==> src/sv/assert_macros.svh <==
// ----------------------------------------------------------------------------
// Assertion macros
// Shared concurrent assertion wrappers; they expand to nothing under SYNTH.
// ----------------------------------------------------------------------------
`ifndef ASSERT_MACROS_SVH
`define ASSERT_MACROS_SVH

`ifndef SYNTH
// Checked property, disabled while reset is asserted.
`define CNL_ASSERT(lbl, prop, msg) \
  lbl: assert property (@(posedge clk_i) disable iff (!rst_ni) (prop)) else $error(msg);
// Checked property that also holds while reset is asserted.
`define CNL_ASSERT_ALWAYS(lbl, prop, msg) \
  lbl: assert property (@(posedge clk_i) (prop)) else $error(msg);
`else
`define CNL_ASSERT(lbl, prop, msg)
`define CNL_ASSERT_ALWAYS(lbl, prop, msg)
`endif

`endif

==> src/sv/cnl_pkg.sv <==
// ----------------------------------------------------------------------------
// Changed namespace list package
// Sizes, codes and shared types of the changed namespace list unit.
// ----------------------------------------------------------------------------
package cnl_pkg;

  // Number of entries the list can hold.
  localparam int CAPACITY = 1024;

  localparam int NSID_W = 32;
  localparam int POS_W  = 10;
  // Ring index and entry count widths.
  localparam int IDX_W  = (CAPACITY > 1) ? $clog2(CAPACITY) : 1;
  localparam int CNT_W  = $clog2(CAPACITY + 1);
  // Common width for comparing positions, steps and counts.
  localparam int CMP_W  = (CNT_W > POS_W) ? CNT_W : POS_W;

  localparam logic [NSID_W-1:0] BROADCAST_NSID = {NSID_W{1'b1}};
  localparam logic [IDX_W-1:0]  LAST_STEP      = IDX_W'(CAPACITY - 1);
  localparam logic [CNT_W-1:0]  FULL_CNT       = CNT_W'(CAPACITY);

  // Request operation codes.
  typedef enum logic {
    OP_APPEND = 1'b0,
    OP_READ   = 1'b1
  } cnl_op_e;

  // Control state, one-hot.
  typedef enum logic [3:0] {
    ST_IDLE   = 4'b0001,
    ST_INSERT = 4'b0010,
    ST_READ   = 4'b0100,
    ST_FINISH = 4'b1000
  } cnl_state_e;

  // Per-cycle control from the sequencer to the insert merge unit.
  typedef struct packed {
    logic load;        // take a new ID to insert
    logic step;        // ring rotates this cycle
    logic rank_valid;  // the head entry is a live list entry
    logic at_count;    // the head is the first free slot
  } cnl_merge_ctl_t;

endpackage

==> src/sv/cnl_cell.sv <==
// ----------------------------------------------------------------------------
// Changed namespace list cell
// One ring slot: holds one namespace ID and takes its neighbor's on a shift.
// ----------------------------------------------------------------------------
module cnl_cell (
  input  logic                       clk_i,
  input  logic                       shift_i,
  input  logic [cnl_pkg::NSID_W-1:0] id_i,
  output logic [cnl_pkg::NSID_W-1:0] id_o
);
  import cnl_pkg::*;

  logic [NSID_W-1:0] id_q;

  // Slot contents move one place toward the head when the ring rotates.
  always_ff @(posedge clk_i) begin
    if (shift_i) begin
      id_q <= id_i;
    end
  end

  assign id_o = id_q;

endmodule

==> config.mk <==
export PLATFORM = sky130hd
export DESIGN_NAME = cnl_cell
export DESIGN_NICKNAME = d
export VERILOG_FILES = /design/src/sv/assert_macros.svh /design/src/sv/cnl_pkg.sv /design/src/sv/cnl_cell.sv
export SDC_FILE = /design/constraint.sdc
export NUM_CORES = 1
export LEC_CHECK = 0
export CORE_ASPECT_RATIO = 1.25
export CORE_MARGIN = 3
export CORE_UTILIZATION = 57
export DETAILED_ROUTE_END_ITERATION = 7
export DONT_BUFFER_PORTS = 1
export GPL_TIMING_DRIVEN = 0
export PLACE_DENSITY = 0.79
export SETUP_SLACK_MARGIN = 0.15
export SYNTH_ARGS = -nofsm -noshare
export SYNTH_HDL_FRONTEND = slang
export SYNTH_SLANG_ARGS = --single-unit
==> constraint.sdc <==
create_clock -name clk_i -period 0.8 [get_ports clk_i]
set_clock_uncertainty 0.1 [all_clocks]
set_input_delay 0.12 -clock clk_i [delete_from_list [all_inputs] [get_ports clk_i]]
set_output_delay 0.12 -clock clk_i [all_outputs]
set_load 0.1 [all_outputs]
---- Word-level counts from Yosys, hierarchy flattened ----
Index checks and enable logic that the tools add are counted.
operators by class
  $add $sub $neg .......................... 0
  multiply operators ...................... 0
  div/mod/pow operators ................... 0
  $lt $le $gt $ge ......................... 0
  equality and inequality tests ........... 0
  shifts and indexed selects .............. 0
  multiplexer cells ....................... 0
  bitwise operators ....................... 0
  reductions and logical operators ........ 0
storage, ports and cells
  flip-flop bits (word level) ............. 32
  bits in latches ......................... 0
  memory bits (writable) .................. 0
  bits in read-only memories .............. 0
  bits of input ports ..................... 34
  output and inout bits ................... 32
  memories kept ........................... 0

---- Longest topological paths before layout ----
  depth in word-level cells ............... 0
  depth in mapped cells ................... 0

---- Worst setup path before layout ----
Ideal clock, no wire load.
  kind .................................... register to output
  start point ............................. register id_q[0], in the netlist id_o[0]
  end point ............................... output port id_o[0] (netlist name)
  data arrival time ....................... 0.904 ns
  required time ........................... 0.580 ns
  setup slack ............................. -0.324 ns
  cell stages (with the launch flop) ...... 1
  cell sequence ........................... edfxtp_1
RTL lines
  item                    RTL line        text
  from (decl)             cnl_cell.sv:13  logic [NSID_W-1:0] id_q;
  from (signal assigned)  cnl_cell.sv:18  id_q <= id_i;
  to (decl)               cnl_cell.sv:9   output logic [cnl_pkg::NSID_W-1:0] id_o
No word-level cell between the ends.

---- Worst setup path after layout ----
  start point ............................. register id_q[15], in the netlist id_o[15]
  end point ............................... output port id_o[15] (netlist name)
No word-level cell between the ends.

==> reports/results.ini <==
[layout]
final.fill_count=82
antenna_cells=0
multi_input_gates=0
syn2layout_area_growth_pct=18.0
instances_no_fill=67
multiInputGateArea_um2=0
final_cell_area_um2=1130
drive_above_1_share_pct=14.0
nNetsFinal=83
largest_reg_flops=32

[clocking]
clk_pin_slew_ns=0.09
postCtsSetupBuffers=0
cts_sinks=32
cts_tree=yes
htreeDepth=2
numCtsBuffers=5
cts-root-buf=clkbuf_4
ctsLongestPathBuffers=2

[setup_path]
startpoint_type=flop
worst-setup-path-type=reg2out
crit_required_ns=0.58
crit_path_end_kind=primary output
worstPathArrival_ns=1.28
crit_fanout=1

[placement]
gp_congestion=0.630
portBuffers=0
dp_slack_ns=-0.358
dp.cells=49
placedInstanceArea_um2=982

[min_path]
hold_class=in2reg

[timing]
finalSetupViolations=32
final.setup.tns_ns=-21.68
rsz0062_at_grt=yes
worst_pin_slew_ns=0.913
setup_ws_ns=-0.698
fmax_mhz=668
hold_ws_ns=-0.197
relSlewSlack_pct=39.3
post-route-period-util_pct=187
hold_viol=54
period_needed_ns=1.50
finalMaxSlewViolations=0

[synthesis]
ys_ff_latch=32
netlist_area_um2=961
ys.warnings.count=0
syn-num-nets=66
ys_seq_area_share_pct=100
synth_cells=32
avgSynthCellArea_um2=30.0
synth_cell_types=1

[global_routing]
grt_pass1_wl_mm=2.00
grt_max_degree=33
grt.overflow.total=0
grt_usage_pct=14.0
grt_pass1_vias=348
antenna_found_initial=0

[drt]
vias=391
met2WireLength_um=711
wl_met3_um=264
routed_wl_mm=1.52
drt_iter0_markers=4
maxUsedRoutingLayer=met4
wire_per_inst_um=22.6
wl_met1_um=504
first_pass_iters=4
antenna_left=0
drc_errors=0
viasPerCell=5.84

[pwr]
p_total_w=0.00383
p_per_area_nw_per_um2=3380
leakagePower_nw=0.387
p_comb_share_pct=1.0
switchingPower_w=0.00147
vdd_drop_max_uv=2170
seqPwrFrac_pct=78.2
p_int_w=0.00236
p_clk_share_pct=20.7
p_sw_share_pct=38.4

[floorplan]
row_count=15
start_util_pct=64.8
die_w_um=42.7
ios=66
core_area_um2=1480
die_area_um2=2220
die_h_um=51.9

[job]
maxCapViolations=0

[outcome]
violations=negative hold slack, negative setup slack
status=finished, violations left

[placed cells by master, fill, tap and decap left out, drive strengths merged]
master	n
clkinv	3
edfxtp	32
dlygate4sd3	10
clkbuf	5
[synth_stat cells, drive strengths merged]
| library cell | number | area (µm²) |
|---|---|---|
| edfxtp | 32 | 961 |
[power groups by stage]
stage	Combinational, W	Clock [W]	Sequential [W]
after global routing	0.0000438	0.000931	0.00301
after floorplan	0	0	0.00301
after CTS	0	0.000829	0.00300
final	0.0000401	0.000794	0.00300
after global placement	0	0	0.00303
after detailed placement	0	0	0.00304
[cells by family (layout without fill, tap and decap cells)]
group | count (synthesis) | count (layout) | synth area share [%]
flip-flops | 32 | 32 | 100
buffers and inverters | 0 | 18 | 0
[layout make-up]
type                  count  area, µm²  share of cell area, %
clock inverter            3       13.8                   1.21
sequential               32        961                   84.8
timing repair buffer     10        100                   8.83
tap                      17       21.3                   1.88
clock buffer              5       37.5                   3.31
[per-layer routing]
metal  vias to the layer above  track usage (%)
li1                        163                -
met4                         0             9.33
met2                        51             18.5
met5                         -                0
met3                         5             12.5
met1                       172             14.2
[worst paths after layout]
path	from	depth (start not counted)	to	slack, ns
worst min-delay path	id_i[16]	0	id_o[16]	-0.20
worst max-delay path	id_o[15]	0	id_o[15]	-0.70
[through the flow]
step | util (%) | hold WS [ns]
5_1_grt | 76.5 | -0.233
6_report | 76.5 | -0.197
3_5_place_dp | 66.2 | 0.119
4_1_cts | 69.7 | -0.223
2_1_floorplan | - | 0.119
3_3_place_gp | 66.2 | 0.119
[timing repair]
| action | 4_1_cts | 5_1_grt |
|---|---|---|
| endpoints found under the hold margin | 64 | 64 |
| pin swaps | 0 | 0 |
| resized for setup | 0 | 0 |
| gates cloned | 0 | 0 |
| endpoints found under the setup margin | 32 | 32 |
No activity file was read; power rests on OpenSTA's default activity.
