--- src/sv/assert_macros.svh ---
// ----------------------------------------------------------------------------
// Assertion macros
// Shared concurrent assertion wrappers; they expand to nothing under SYNTH.
// ----------------------------------------------------------------------------
`ifndef ASSERT_MACROS_SVH
`define ASSERT_MACROS_SVH

`ifndef SYNTH
// Checked property, disabled while reset is asserted.
`define CNL_ASSERT(lbl, prop, msg) \
  lbl: assert property (@(posedge clk_i) disable iff (!rst_ni) (prop)) else $error(msg);
// Checked property that also holds while reset is asserted.
`define CNL_ASSERT_ALWAYS(lbl, prop, msg) \
  lbl: assert property (@(posedge clk_i) (prop)) else $error(msg);
`else
`define CNL_ASSERT(lbl, prop, msg)
`define CNL_ASSERT_ALWAYS(lbl, prop, msg)
`endif

`endif

--- src/sv/cnl_pkg.sv ---
// ----------------------------------------------------------------------------
// Changed namespace list package
// Sizes, codes and shared types of the changed namespace list unit.
// ----------------------------------------------------------------------------
package cnl_pkg;

  // Number of entries the list can hold.
  localparam int CAPACITY = 1024;

  localparam int NSID_W = 32;
  localparam int POS_W  = 10;
  // Ring index and entry count widths.
  localparam int IDX_W  = (CAPACITY > 1) ? $clog2(CAPACITY) : 1;
  localparam int CNT_W  = $clog2(CAPACITY + 1);
  // Common width for comparing positions, steps and counts.
  localparam int CMP_W  = (CNT_W > POS_W) ? CNT_W : POS_W;

  localparam logic [NSID_W-1:0] BROADCAST_NSID = {NSID_W{1'b1}};
  localparam logic [IDX_W-1:0]  LAST_STEP      = IDX_W'(CAPACITY - 1);
  localparam logic [CNT_W-1:0]  FULL_CNT       = CNT_W'(CAPACITY);

  // Request operation codes.
  typedef enum logic {
    OP_APPEND = 1'b0,
    OP_READ   = 1'b1
  } cnl_op_e;

  // Control state, one-hot.
  typedef enum logic [3:0] {
    ST_IDLE   = 4'b0001,
    ST_INSERT = 4'b0010,
    ST_READ   = 4'b0100,
    ST_FINISH = 4'b1000
  } cnl_state_e;

  // Per-cycle control from the sequencer to the insert merge unit.
  typedef struct packed {
    logic load;        // take a new ID to insert
    logic step;        // ring rotates this cycle
    logic rank_valid;  // the head entry is a live list entry
    logic at_count;    // the head is the first free slot
  } cnl_merge_ctl_t;

endpackage

--- src/sv/cnl_merge.sv ---
// ----------------------------------------------------------------------------
// Changed namespace list insert merge
// Sits where the ring closes and merges one new ID into the sorted stream.
// ----------------------------------------------------------------------------
module cnl_merge (
  input  logic                       clk_i,
  input  logic                       rst_ni,
  input  cnl_pkg::cnl_merge_ctl_t    ctl_i,
  input  logic [cnl_pkg::NSID_W-1:0] nsid_i,
  input  logic [cnl_pkg::NSID_W-1:0] head_i,
  output logic [cnl_pkg::NSID_W-1:0] tail_o,
  output logic                       insert_o
);
  import cnl_pkg::*;

  logic              active_q, active_d;
  logic [NSID_W-1:0] pend_q, pend_d;

  // The pending ID swaps with any larger entry passing by, so the largest
  // value is carried on and dropped into the first free slot. An equal
  // entry cancels the insert.
  always_comb begin
    tail_o   = head_i;
    active_d = active_q;
    pend_d   = pend_q;
    insert_o = 1'b0;
    if (ctl_i.load) begin
      active_d = 1'b1;
      pend_d   = nsid_i;
    end else if (ctl_i.step && active_q) begin
      if (ctl_i.rank_valid) begin
        if (pend_q < head_i) begin
          tail_o = pend_q;
          pend_d = head_i;
        end else if (pend_q == head_i) begin
          active_d = 1'b0;
        end
      end else if (ctl_i.at_count) begin
        tail_o   = pend_q;
        active_d = 1'b0;
        insert_o = 1'b1;
      end
    end
  end

  // Insert-in-progress flag.
  always_ff @(posedge clk_i or negedge rst_ni) begin
    if (!rst_ni) begin
      active_q <= 1'b0;
    end else begin
      active_q <= active_d;
    end
  end

  // Pending ID.
  always_ff @(posedge clk_i) begin
    pend_q <= pend_d;
  end

endmodule

--- config.mk ---
export PLATFORM = sky130hd
export DESIGN_NAME = cnl_merge
export DESIGN_NICKNAME = d
export VERILOG_FILES = /design/src/sv/assert_macros.svh /design/src/sv/cnl_pkg.sv /design/src/sv/cnl_merge.sv
export SDC_FILE = /design/constraint.sdc
export NUM_CORES = 1
export LEC_CHECK = 0
export CAP_MARGIN = 5
export CORE_MARGIN = 1.5
export CORE_UTILIZATION = 41
export CTS_CLUSTER_DIAMETER = 150
export DETAILED_ROUTE_END_ITERATION = 8
export DONT_BUFFER_PORTS = 1
export PLACE_DENSITY = 0.64
export RECOVER_POWER = 100
export SLEW_MARGIN = 20
export SYNTH_ARGS = -nofsm -noshare
export SYNTH_HDL_FRONTEND = slang
export SYNTH_SLANG_ARGS = --single-unit
--- constraint.sdc ---
create_clock -name clk_i -period 9 [get_ports clk_i]
set_clock_uncertainty 0.15 [all_clocks]
set_input_delay 0.45 -clock clk_i [delete_from_list [all_inputs] [get_ports clk_i]]
set_output_delay 0.45 -clock clk_i [all_outputs]
set_load 0.02 [all_outputs]
### After elaboration in Yosys (flattened, before gate mapping)

Cells that the tools add are included.

* register bits: 33
* latch bits: 0
* RAM bits: 0
* bits in read-only memories: 0
* output and inout bits: 33
* word-level logic and storage cells: 32
* memories: 0

* add/sub/neg operators: 0
* $mul: 0
* divide/modulo/power cells: 0
* $lt $le $gt $ge: 1
* equal/unequal tests: 3
* shift operators: 0
* muxes and demuxes: 19
* bitwise logic cells: 0
* reductions and logical operators: 7

Operator list (count)
* $mux 32: 9
* $eq 32x32->1: 1
* $lt 32x32->1: 1
* $mux 1: 10
* $reduce_bool 2->1: 3
* $reduce_and 4->1: 1
* $ne 3x1->1 const B: 1
* $ne 3x3->1 const B: 1
* $reduce_and 3->1: 1
* $reduce_bool 3->1: 1
* $logic_and 1x1->1: 1

### Logic depth before layout (Yosys ltp)

Gate-level depths: netlist (run 1).

* word-level depth: 6
* mapped depth: 9

### Worst setup path after synthesis (run 1)

No wires, ideal clock.

* path kind: input to register
* start point: input head_i[13] (netlist bit)
* end point: register pend_q[0] (enable)
* arrival: 3.936 ns
* required time: 8.380 ns
* setup slack: 4.444 ns
* cell stages on the path: 7
* cell sequence: inv_1 > ha_1 > a21oi_1 > nor2_1 > a211oi_1 > a31oi_4 > o31ai_1

* cells in the longest elaborated chain, start to end: 3

Ends and longest elaborated chain
* from (decl): RTL line cnl_merge.sv:10 `input logic [cnl_pkg::NSID_W-1:0] head_i,`
* $lt 32x32->1: RTL line cnl_merge.sv:32 `if (pend_q < head_i) begin`
* $reduce_bool 2->1 (no source line)
* $reduce_and 3->1 (no source line)
* to (signal assigned): RTL line cnl_merge.sv:57 `pend_q <= pend_d;`
* to (decl): RTL line cnl_merge.sv:17 `logic [NSID_W-1:0] pend_q, pend_d;`

No other way between the ends.
A chain may end at the register's enable or synchronous reset.

### Worst setup path in the final report (run 1)

* start point: register pend_q[1]
* end point: output tail_o[22] (netlist bit)

* cells in the longest elaborated chain, start to end: 5

Ends and longest elaborated chain
* $lt 32x32->1: RTL line cnl_merge.sv:32
* $mux 32: RTL line cnl_merge.sv:32
* $mux 32: RTL line cnl_merge.sv:31 `if (ctl_i.rank_valid) begin`
* $mux 32: RTL line cnl_merge.sv:30 `end else if (ctl_i.step && active_q) begin`
* $mux 32: RTL line cnl_merge.sv:27 `if (ctl_i.load) begin`
* to (decl): RTL line cnl_merge.sv:11 `output logic [cnl_pkg::NSID_W-1:0] tail_o,`

No other way between the ends.

==> results of run 1 <==
-- Yosys cell counts, drive strengths merged --
library cell  number  share of area
nand4              8          0.021
o31ai              2          0.011
buf                5          0.015
clkbuf             5         0.0069
a311o              1         0.0037
or4                1         0.0041
inv               36          0.050
a22oi              2         0.0055
nand2             40          0.055
or3                1         0.0023
nor3               2         0.0037
mux2              33           0.18
nor2               4         0.0055
nand2b             1         0.0023
o211ai             1         0.0028
a31oi              1         0.0078
a211oi             2         0.0055
a21o               1         0.0028
nor4               1         0.0023
ha                32           0.15
and3               1         0.0023
nand3              3         0.0055
a21oi             12          0.022
o211a              1         0.0037
nor2b              2         0.0046
dfrtp              1         0.0092
o21ai             37          0.068
edfxtp            32           0.35
-- worst max-delay path: cells and delay by family, from the launching register on --
kind | cells | cell delay (ps)
AOI/OAI and AO/OA | 4 | 1890
buffers and inverters | 2 | 1370
muxes | 1 | 490
DFF | 1 | 390
adders and majority gates | 1 | 290
and+or+nand+nor | 1 | 130
-- routing by layer --
| layer | share of wire | up-vias |
|---|---|---|
| met5 | 0 | - |
| met4 | 0.019 | 0 |
| met3 | 0.057 | 7 |
| met2 | 0.46 | 60 |
| met1 | 0.47 | 861 |
| li1 | - | 961 |
-- kinds of logic (layout without fill, tap and decap cells) --
kind of cell             count (synthesis)  in the layout  share of synthesized area
AND/OR/NAND/NOR                         64             64                      0.109
adder cells (fa/ha/maj)                 32             32                      0.147
multiplexers                            33             33                      0.178
buffers and inverters                   46             48                     0.0717
AO/OA/AOI/OAI                           60             60                      0.132
flip-flops                              33             33                      0.362
-- placed cells by master (no fill, tap or decap), drive strengths merged --
master	synthesis	layout
a211oi	2	2
a21o	1	1
a21oi	12	12
a22oi	2	2
a311o	1	1
a31oi	1	1
and3	1	1
clkbuf	5	11
dfrtp	1	1
dlygate4sd3	0	1
edfxtp	32	32
ha	32	32
inv	36	36
mux2	33	33
nand2	40	40
nand2b	1	1
nand3	3	3
nand4	8	8
nor2	4	4
nor2b	2	2
nor3	2	2
nor4	1	1
o211a	1	1
o211ai	1	1
o21ai	37	37
o31ai	2	2
or3	1	1
or4	1	1
-- worst min path at each step --
| stage | startpoint | end | slack (ps) | cells past startpoint |
|---|---|---|---|---|
| 2_1_floorplan | rst_ni | active_q | 4 | 0 |
| 3_3_place_gp | rst_ni | active_q | 5 | 0 |
| 3_5_place_dp | rst_ni | active_q | 5 | 0 |
| 4_1_cts | ctl_i[3] | active_q | 140 | 1 |
| 5_1_grt | ctl_i[3] | active_q | 160 | 1 |
| 6_report | ctl_i[3] | active_q | 150 | 1 |
-- through the flow --
| step | instance area (µm²) | worst slack, ps | util |
|---|---|---|---|
| after detailed placement | 2790 | 4780 | 0.436 |
| after floorplan | 2720 | 4440 | - |
| after global routing | 2730 | 3100 | 0.427 |
| after CTS | 2880 | 4540 | 0.450 |
| after global placement | 2790 | 4830 | 0.436 |
| final | 2730 | 3550 | 0.427 |
-- layout make-up --
type                            instances  area share
Inverter                               36      0.0495
Multi-Input combinational cell        189       0.517
Clock buffer                            8      0.0293
Tap cell                               77      0.0353
Timing Repair Buffer                    4     0.00779
Sequential cell                        33       0.361
-- power by group through the flow --
stage	Combinational [mW]	Clock, mW	Sequential (mW)
global route	0.107	0.118	0.195
floorplan	0.0951	0	0.195
global placement	0.106	0	0.197
detailed placement	0.108	0	0.197
CTS	0.109	0.112	0.194
finish	0.0944	0.109	0.194
-- sequential cells by signal (all words and copies together), names as in the netlist --
signal and count:
pend_q 32, active_q 1
==> impl_metrics.env, run 1 <==
export IMPL_ys_ff_latch=33
export IMPL_critPathMaxFanout=17
export IMPL_drt_iter0_markers=61
export IMPL_io_pins=103
export IMPL_die_h_um=84.5
export IMPL_crit_arrival_ps=4850
export IMPL_final_seq_area_um2=986
export IMPL_cp_slowest_stage_delay_ps=1200
export IMPL_end_kind="output pin"
export IMPL_placedCellCount=337
export IMPL_fin_tns_setup_ps=0
export IMPL_ys_seq_area_frac=0.362
export IMPL_cts_tree="yes"
export IMPL_ctsResizeCount=0
export IMPL_wirelength_um=5810
export IMPL_multi_input_area_um2=1410
export IMPL_rsz0062_at_grt="no"
export IMPL_wire_per_inst_um=16.7
export IMPL_p_int_mw=0.276
export IMPL_io_buffers=0
export IMPL_post_route_period_util=0.606
export IMPL_maxSlewViolCount=13
export IMPL_drc=0
export IMPL_synth_area_per_cell_um2=10.2
export IMPL_r2r_start="pend_q[1]"
export IMPL_use_met2=0.257
export IMPL_synth_nets=370
export IMPL_grt_pass1_vias=1867
export IMPL_cpMostUsedCell="clkbuf_1"
export IMPL_crit_start="pend_q[1]"
export IMPL_critPathSlowestCell="o31ai_1"
export IMPL_drive_above_1_share=0.0407
export IMPL_grt_max_degree=67
export IMPL_crit_end="tail_o[22]"
export IMPL_holdWs_ps=150
export IMPL_initial_core_util=0.426
export IMPL_grt_overflow_total=0
export IMPL_dieArea_um2=7140
export IMPL_ir_worst_vdd_uv=71.3
export IMPL_violations="capacitance limit, slew limit"
export IMPL_power_mw=0.397
export IMPL_r2r_cells=7
export IMPL_grtUsageMet1=0.215
export IMPL_layout_nets=371
export IMPL_max_freq_ghz=0.183
export IMPL_cts_root_buffer="clkbuf_8"
export IMPL_coreArea_um2=6390
export IMPL_p_leak_nw=1.19
export IMPL_globalRouteMet3Util=0.0354
export IMPL_grt_pass1_wl_um=9050
export IMPL_clockBufferDepth=2
export IMPL_dieWidth_um=84.5
export IMPL_via_count=1889
export IMPL_gp_congestion=0.780
export IMPL_hpwlAfterDp_um=4360
export IMPL_setup_violations=0
export IMPL_numCtsBuffers=5
export IMPL_drv_cap=1
export IMPL_ant_nets=0
export IMPL_via_per_inst=5.44
export IMPL_grt_busiest_layer="met2"
export IMPL_synthCells=268
export IMPL_syn_to_final_growth_pct=0.276
export IMPL_clock_latency_ps=290
export IMPL_start_kind="flop"
export IMPL_grt_usage=0.161
export IMPL_rr_endpoint="pend_q[17]"
export IMPL_p_comb_frac=0.238
export IMPL_power_density_nw_per_um2=145
export IMPL_switchingPower_mw=0.121
export IMPL_drt_pass1_iter_count=4
export IMPL_n_fill_cell=653
export IMPL_ff2ff_setup_slack_ps=4600
export IMPL_hold_buffers=1
export IMPL_relSlewSlack=-0.157
export IMPL_htree_levels=2
export IMPL_n_antenna_cell=0
export IMPL_min_path_type="input port to flop"
export IMPL_p_sw_frac=0.305
export IMPL_crit_chain="ha_1, nor2b_1, o211a_1, o21ai_0, a31oi_1, o31ai_1, clkbuf_1, clkbuf_1, mux2_1"
export IMPL_min_period_ps=5450
export IMPL_clkPwrFrac=0.274
export IMPL_path_class="flop to output pin"
export IMPL_ys_types=34
export IMPL_run_status="complete, but fails checks"
export IMPL_row_count=29
export IMPL_synthesis_area_um2=2720
export IMPL_antenna_found_initial=0
export IMPL_power_frac_seq=0.489
export IMPL_worstMarginPinSlew_ps=1720
export IMPL_worstPathRequired_ps=8400
export IMPL_cts_setup_buffers=0
export IMPL_clock_sinks=33
export IMPL_layoutNonFillerInstCount=347
export IMPL_hold_violations=0
export IMPL_path_clk_slew_ps=70
export IMPL_ys_warn_count=0
Power figures use the tool's default switching activity.
==> run 2, diff against run 1 <==
--- a/config.mk
+++ b/config.mk
@@ -5,6 +5,7 @@
 export SDC_FILE = /design/constraint.sdc
 export NUM_CORES = 1
 export LEC_CHECK = 0
+export ABC_AREA = 1
 export CAP_MARGIN = 5
 export CORE_MARGIN = 1.5
 export CORE_UTILIZATION = 41
==> constraint.sdc (replaced) <==
create_clock -name clk_i -period 5.6 [get_ports clk_i]
set_clock_uncertainty 0.15 [all_clocks]
set_input_delay 0.28 -clock clk_i [delete_from_list [all_inputs] [get_ports clk_i]]
set_output_delay 0.28 -clock clk_i [all_outputs]
set_load 0.02 [all_outputs]
==> run 2 against run 1 <==
The run ends with DRC, hold timing left. Die area increased by 37%. Area after synthesis increased by 38%. Global-route usage increased by 4.4 points. Power increased by 94%. Sequential power increased by 60%. Flip-flop and latch count unchanged. Sequential share of layout area decreased by 9.5 points. First-iteration DRC count increased to 3.1 times the previous value. Non-clock buffer count unchanged. Critical path depth increased by 2.
==> impl_metrics.env, run 2 <==
export IMPL_numCtsBuffers=5
export IMPL_grt_max_degree=69
export IMPL_clkPwrFrac=0.230
export IMPL_clock_latency_ps=290
export IMPL_maxSlewViolCount=0
export IMPL_grt_pass1_wl_um=16200
export IMPL_initial_core_util=0.427
export IMPL_min_path_cells=2
export IMPL_grt_overflow_total=0
export IMPL_clock_sinks=33
export IMPL_io_pins=103
export IMPL_power_density_nw_per_um2=208
export IMPL_ir_worst_vdd_uv=89.7
export IMPL_htree_levels=2
export IMPL_crit_arrival_ps=4160
export IMPL_p_int_mw=0.475
export IMPL_detailedPlace_worstSlack_ps=1840
export IMPL_wire_per_inst_um=15.8
export IMPL_min_period_ps=4350
export IMPL_p_sw_frac=0.385
export IMPL_yosysMostFrequentCell="nand2_1"
export IMPL_cpMostUsedCell="nand2_1"
export IMPL_synth_nets=645
export IMPL_ys_flop_type="edfxtp_1"
export IMPL_rr_endpoint="pend_q[2]"
export IMPL_max_freq_ghz=0.230
export IMPL_yosys_area_top_type_share=0.255
export IMPL_cp_slowest_stage_delay_ps=1080
export IMPL_r2r_start="pend_q[19]"
export IMPL_violations="DRC, hold timing"
export IMPL_drv_cap=0
export IMPL_syn_to_final_growth_pct=-1.53
export IMPL_hold_violations=1
export IMPL_ys_warn_count=0
export IMPL_crit_chain="ha_1, nand2_1, inv_1, nand2_1, nand2_1, nand2_1, nand2_1, a21oi_4, nand2_4, o31ai_1, buf_4"
export IMPL_wirelength_um=10000
export IMPL_wl_met1_um=4490
export IMPL_n_antenna_cell=0
export IMPL_holdWs_ps=-0.452
export IMPL_critPathMaxFanout=34
export IMPL_yosysTopAreaCell="edfxtp_1"
export IMPL_synthTopCellsByCount="104 x nand2_1, 74 x inv_1, 66 x o21ai_0, 55 x nand3_1, 48 x a21oi_1"
export IMPL_synthCells=543
export IMPL_ys_seq_area_frac=0.262
export IMPL_setup_violations=0
export IMPL_die_h_um=98.8
export IMPL_r2r_cells=11
export IMPL_power_mw=0.772
export IMPL_io_buffers=0
export IMPL_ys_types=29
export IMPL_ant_nets=0
export IMPL_hpwlAfterDp_um=7140
export IMPL_cts_root_buffer="clkbuf_8"
export IMPL_p_leak_nw=1.75
export IMPL_layout_nets=624
export IMPL_wl_met2_um=4680
export IMPL_fin_tns_setup_ps=0
export IMPL_power_frac_seq=0.402
export IMPL_ff2ff_setup_slack_ps=1250
export IMPL_critPathSlowestCell="o31ai_1"
export IMPL_row_count=34
export IMPL_synth_area_per_cell_um2=6.93
export IMPL_drt_iter0_markers=189
export IMPL_dieArea_um2=9760
export IMPL_min_path_type="input port to flop"
export IMPL_synthesis_area_um2=3760
export IMPL_cts_tree="yes"
export IMPL_max_flop_register="pend_q"
export IMPL_path_class="flop to flop"
export IMPL_most_common_layout_cells="103 x nand2_1, 77 x a21oi_1, 74 x inv_1"
export IMPL_grt_pass1_vias=3456
export IMPL_synthArstFlopShare=0.0303
export IMPL_wl_met3_um=729
export IMPL_final_common_cell="nand2_1"
export IMPL_ys_ff_latch=33
export IMPL_p_comb_frac=0.368
export IMPL_post_route_period_util=0.776
export IMPL_drc=5
export IMPL_worstPathRequired_ps=5410
export IMPL_via_per_inst=5.62
export IMPL_grt_usage=0.205
export IMPL_start_kind="flop"
export IMPL_switchingPower_mw=0.297
export IMPL_largest_reg_flops=32
export IMPL_worstMarginPinSlew_ps=1210
export IMPL_antenna_found_initial=0
export IMPL_cts_setup_buffers=0
export IMPL_synth_edf_count=32
export IMPL_clockBufferDepth=2
export IMPL_end_kind="flop"
export IMPL_run_status="complete, but fails checks"
export IMPL_min_from="ctl_i[3]"
export IMPL_drive_above_1_share=0.0593
export IMPL_dieWidth_um=98.8
export IMPL_drt_pass1_iter_count=7
export IMPL_synthTopCellsByArea="edfxtp_1 26%, ha_1 11%, nand2_1 10%"
export IMPL_relSlewSlack=0.189
export IMPL_coreArea_um2=8810
export IMPL_gp_congestion=0.779
export IMPL_worst_slack_ps=1250
export IMPL_path_clk_slew_ps=70
export IMPL_min_to="active_q"
export IMPL_via_count=3548
export IMPL_dr_max_layer_used="met4"
export IMPL_rsz0062_at_grt="no"
export IMPL_top_regs="pend_q (32), active_q (1)"
==> run 2: changes by cell type in the layout (fill, tap and decap cells not counted), moves of 3 or more <==
cell | previous run | this run
a21oi_1 | 12 | 77
nand2_1 | 40 | 103
nand3_1 | 3 | 55
inv_1 | 36 | 74
nor2_1 | 4 | 41
o21ai_0 | 35 | 66
mux2_1 | 29 | 0
nand3_2 | 0 | 12
clkbuf_1 | 6 | 1
nand4_1 | 7 | 2
buf_4 | 0 | 3
mux2_4 | 3 | 0
==> run 2: layout make-up <==
| cell class | instances | area, µm² |
|---|---|---|
| inverters | 75 | 282 |
| multi-input cells | 403 | 2190 |
| clock buffers | 6 | 72.6 |
| flip-flops and latches | 33 | 986 |
| well taps | 108 | 135 |
| fillers | 985 | 5100 |
| clock inverters | 2 | 10.0 |
| repair buffers | 4 | 32.5 |
==> run 2: repair_timing <==
action | CTS | global route
gates resized for setup | 0 | 0
hold buffers | 1 | 0
endpoints found under the hold margin | 1 | 0
==> run 2: stage by stage <==
stage,hold slack [ps],util,std cells,area [µm²]
floorplan,-166,-,543,3760
global placement,-165,0.424,622,3730
detailed placement,-165,0.424,622,3730
CTS,6.43,0.434,631,3830
global route,3.67,0.421,631,3710
finish,-0.452,0.421,631,3710
==> run 2: worst max path at each step <==
stage / startpoint / endpoint / cells past startpoint
finish: pend_q[19] / pend_q[2] / 11
detailed placement: pend_q[19] / pend_q[31] / 11
global route: pend_q[19] / pend_q[2] / 11
CTS: pend_q[19] / pend_q[29] / 11
floorplan: pend_q[7] / pend_q[0] / 10
global placement: pend_q[17] / pend_q[28] / 11
==> run 2: critical path: cells and delay by family (launching register included) <==
| kind | cells | cell delay (ps) |
|---|---|---|
| buf+inv | 2 | 510 |
| flops | 1 | 390 |
| simple gates | 6 | 740 |
| fa+ha+maj | 1 | 300 |
| compound gates | 2 | 1890 |
==> run 2: layer usage <==
layer  global-route usage  vias to the layer above
met5                    0                        -
met4               0.0484                        0
met3               0.0404                        9
met2                0.349                      114
met1                0.268                     1648
li1                     -                     1777
==> run 2: logic make-up (layout without fill, tap and decap cells) <==
kind of cell,after synthesis,after routing,share of synthesized area
flip-flops,33,33,0.262
buffers and inverters,107,87,0.130
AND/OR/NAND/NOR,221,221,0.267
AO/OA/AOI/OAI,150,150,0.235
adder cells (fa/ha/maj),32,32,0.106
==> run 2: power groups by stage <==
| stage | clock network (mW) | registers [mW] | logic, mW |
|---|---|---|---|
| final | 0.177 | 0.310 | 0.284 |
| after floorplan | 0 | 0.313 | 0.265 |
| after CTS | 0.179 | 0.310 | 0.301 |
| after detailed placement | 0 | 0.315 | 0.299 |
| after global placement | 0 | 0.314 | 0.292 |
| after global routing | 0.187 | 0.313 | 0.322 |
==> run 3, diff against run 2 <==
--- a/config.mk
+++ b/config.mk
@@ -12,7 +12,7 @@
 export CTS_CLUSTER_DIAMETER = 150
 export DETAILED_ROUTE_END_ITERATION = 8
 export DONT_BUFFER_PORTS = 1
-export PLACE_DENSITY = 0.64
+export PLACE_DENSITY = 0.66
 export RECOVER_POWER = 100
 export SLEW_MARGIN = 20
 export SYNTH_ARGS = -nofsm -noshare
==> constraint.sdc (replaced) <==
create_clock -name clk_i -period 3.7 [get_ports clk_i]
set_clock_uncertainty 0.15 [all_clocks]
set_input_delay 0.185 -clock clk_i [delete_from_list [all_inputs] [get_ports clk_i]]
set_output_delay 0.185 -clock clk_i [all_outputs]
set_load 0.02 [all_outputs]
==> run 3 against run 2 <==
The flow finishes with violations (DRC). Via count up 2.4%. Flip-flop and latch count unchanged. Routed wire length up 3.5%. Combinational power up 66%. Final area up 9.8%. First-iteration DRC count down 16%. Setup slack worse by 620 ps. Highest routed layer unchanged. Global-route usage up 1.3 points. Clock power up 51%.
==> impl_metrics.env, run 3 (synthesized netlist as in run 2, its figures left out) <==
export IMPL_syn_to_final_growth_pct=8.11
export IMPL_dieWidth_um=98.8
export IMPL_hpwlAfterDp_um=6960
export IMPL_cts_root_buffer="clkbuf_8"
export IMPL_min_path_type="input port to flop"
export IMPL_clockBufferDepth=2
export IMPL_die_h_um=98.8
export IMPL_power_frac_seq=0.389
export IMPL_max_freq_ghz=0.326
export IMPL_max_flop_register="pend_q"
export IMPL_violations="DRC"
export IMPL_clkPwrFrac=0.221
export IMPL_fin_util=0.462
export IMPL_p_sw_frac=0.380
export IMPL_grt_max_degree=65
export IMPL_htree_levels=2
export IMPL_drive_above_1_share=0.0537
export IMPL_grt_overflow_total=0
export IMPL_gp_congestion=0.821
export IMPL_ff2ff_setup_slack_ps=640
export IMPL_final_seq_area_um2=986
export IMPL_largest_reg_flops=32
export IMPL_drc=6
export IMPL_cp_slowest_stage_delay_ps=690
export IMPL_clock_sinks=33
export IMPL_post_route_period_util=0.828
export IMPL_min_period_ps=3060
export IMPL_rr_endpoint="pend_q[23]"
export IMPL_ant_nets=0
export IMPL_worst_slack_ps=635
export IMPL_crit_family="buffers and inverters"
export IMPL_path_class="flop to flop"
export IMPL_wirelength_um=10300
export IMPL_drv_cap=0
export IMPL_detailedPlace_worstSlack_ps=1090
export IMPL_holdWs_ps=2.64
export IMPL_numCtsBuffers=5
export IMPL_layout_nets=660
export IMPL_ctsResizeCount=0
export IMPL_crit_start="pend_q[7]"
export IMPL_antenna_found_initial=0
export IMPL_top_regs="pend_q (32), active_q (1)"
export IMPL_n_antenna_cell=0
export IMPL_coreArea_um2=8810
export IMPL_grt_pass1_vias=3607
export IMPL_worstMarginPinSlew_ps=1110
export IMPL_final_area_um2=4070
export IMPL_run_status="complete, but fails checks"
export IMPL_drt_pass1_iter_count=6
export IMPL_initial_core_util=0.427
export IMPL_final_common_cell="nand2_1"
export IMPL_grt_pass1_wl_um=17300
export IMPL_path_clk_slew_ps=70
export IMPL_p_comb_frac=0.390
export IMPL_maxSlewViolCount=0
export IMPL_setup_violations=0
export IMPL_dieArea_um2=9760
export IMPL_multi_input_area_um2=2190
export IMPL_r2r_start="pend_q[7]"
export IMPL_cpMostUsedCell="nand2_1"
export IMPL_fin_tns_setup_ps=0
export IMPL_start_kind="flop"
export IMPL_placedCellCount=625
export IMPL_most_common_layout_cells="104 x nand2_1, 77 x a21oi_1, 75 x inv_1"
export IMPL_power_density_nw_per_um2=297
export IMPL_relSlewSlack=0.258
export IMPL_critPathSlowestCell="clkbuf_1"
export IMPL_cp_num_cells=10
export IMPL_n_fill_cell=941
export IMPL_rsz0062_at_grt="no"
export IMPL_p_int_mw=0.749
export IMPL_cts_setup_buffers=0
export IMPL_layoutNonFillerInstCount=667
export IMPL_end_kind="flop"
export IMPL_place_area_um2=3760
export IMPL_power_mw=1.21
export IMPL_hold_buffers=34
export IMPL_via_count=3634
export IMPL_p_leak_nw=1.90
export IMPL_wire_per_inst_um=15.5
export IMPL_r2r_cells=10
export IMPL_io_buffers=0
export IMPL_worst_path_buf_inv=1
export IMPL_switchingPower_mw=0.459
export IMPL_via_per_inst=5.45
export IMPL_crit_arrival_ps=2830
export IMPL_row_count=34
export IMPL_crit_chain="ha_1, a21o_1, nor2_1, nand2_1, nand2_1, nand2_1, nand2_2, nand2_4, o31ai_4, clkbuf_1"
export IMPL_io_pins=103
export IMPL_grt_usage=0.217
export IMPL_ir_worst_vdd_uv=144
export IMPL_critPathMaxFanout=33
export IMPL_cts_tree="yes"
export IMPL_drt_iter0_markers=159
export IMPL_crit_end="pend_q[23]"
export IMPL_worstPathRequired_ps=3460
export IMPL_clock_latency_ps=290
export IMPL_hold_violations=0
## run 3: cell types whose count changed in the layout (fill, tap and decap cells not counted), moves of 2 or more
cell | previous run | this run
buf_4 | 3 | 5
clkbuf_1 | 1 | 4
clkinv_2 | 2 | 0
dlygate4sd3_1 | 1 | 33
## run 3: power by group through the flow
stage / combinational [mW] / sequential, mW / clock (mW)
2_1_floorplan: 0.403 / 0.473 / 0
3_3_place_gp: 0.447 / 0.475 / 0
3_5_place_dp: 0.456 / 0.477 / 0
4_1_cts: 0.496 / 0.469 / 0.274
5_1_grt: 0.540 / 0.473 / 0.288
6_report: 0.472 / 0.470 / 0.267
## run 3: cell type report
| class | instances | share of cell area |
|---|---|---|
| well taps | 108 | 0.0332 |
| inverters | 75 | 0.0692 |
| repair buffers | 40 | 0.0962 |
| multi-input cells | 403 | 0.539 |
| clock buffers | 8 | 0.0197 |
| flip-flops and latches | 33 | 0.242 |
## run 3: routing by layer
metal  vias up  part of all wire  GRT usage  wire length (µm)
met1      1674              0.45      0.288              4620
met2       110              0.48      0.375              4960
met3         6             0.068     0.0362               702
met5         -                 0          0                 0
li1       1844                 -          -                 -
met4         0            0.0069     0.0429                71
## run 3: worst min-delay path by stage
stage	from	to	slack (ps)	cells past startpoint
global placement	rst_ni	active_q	-260	0
floorplan	rst_ni	active_q	-260	0
detailed placement	rst_ni	active_q	-260	0
CTS	ctl_i[3]	pend_q[15]	1	1
global route	ctl_i[3]	pend_q[9]	3	1
finish	ctl_i[3]	pend_q[15]	3	1
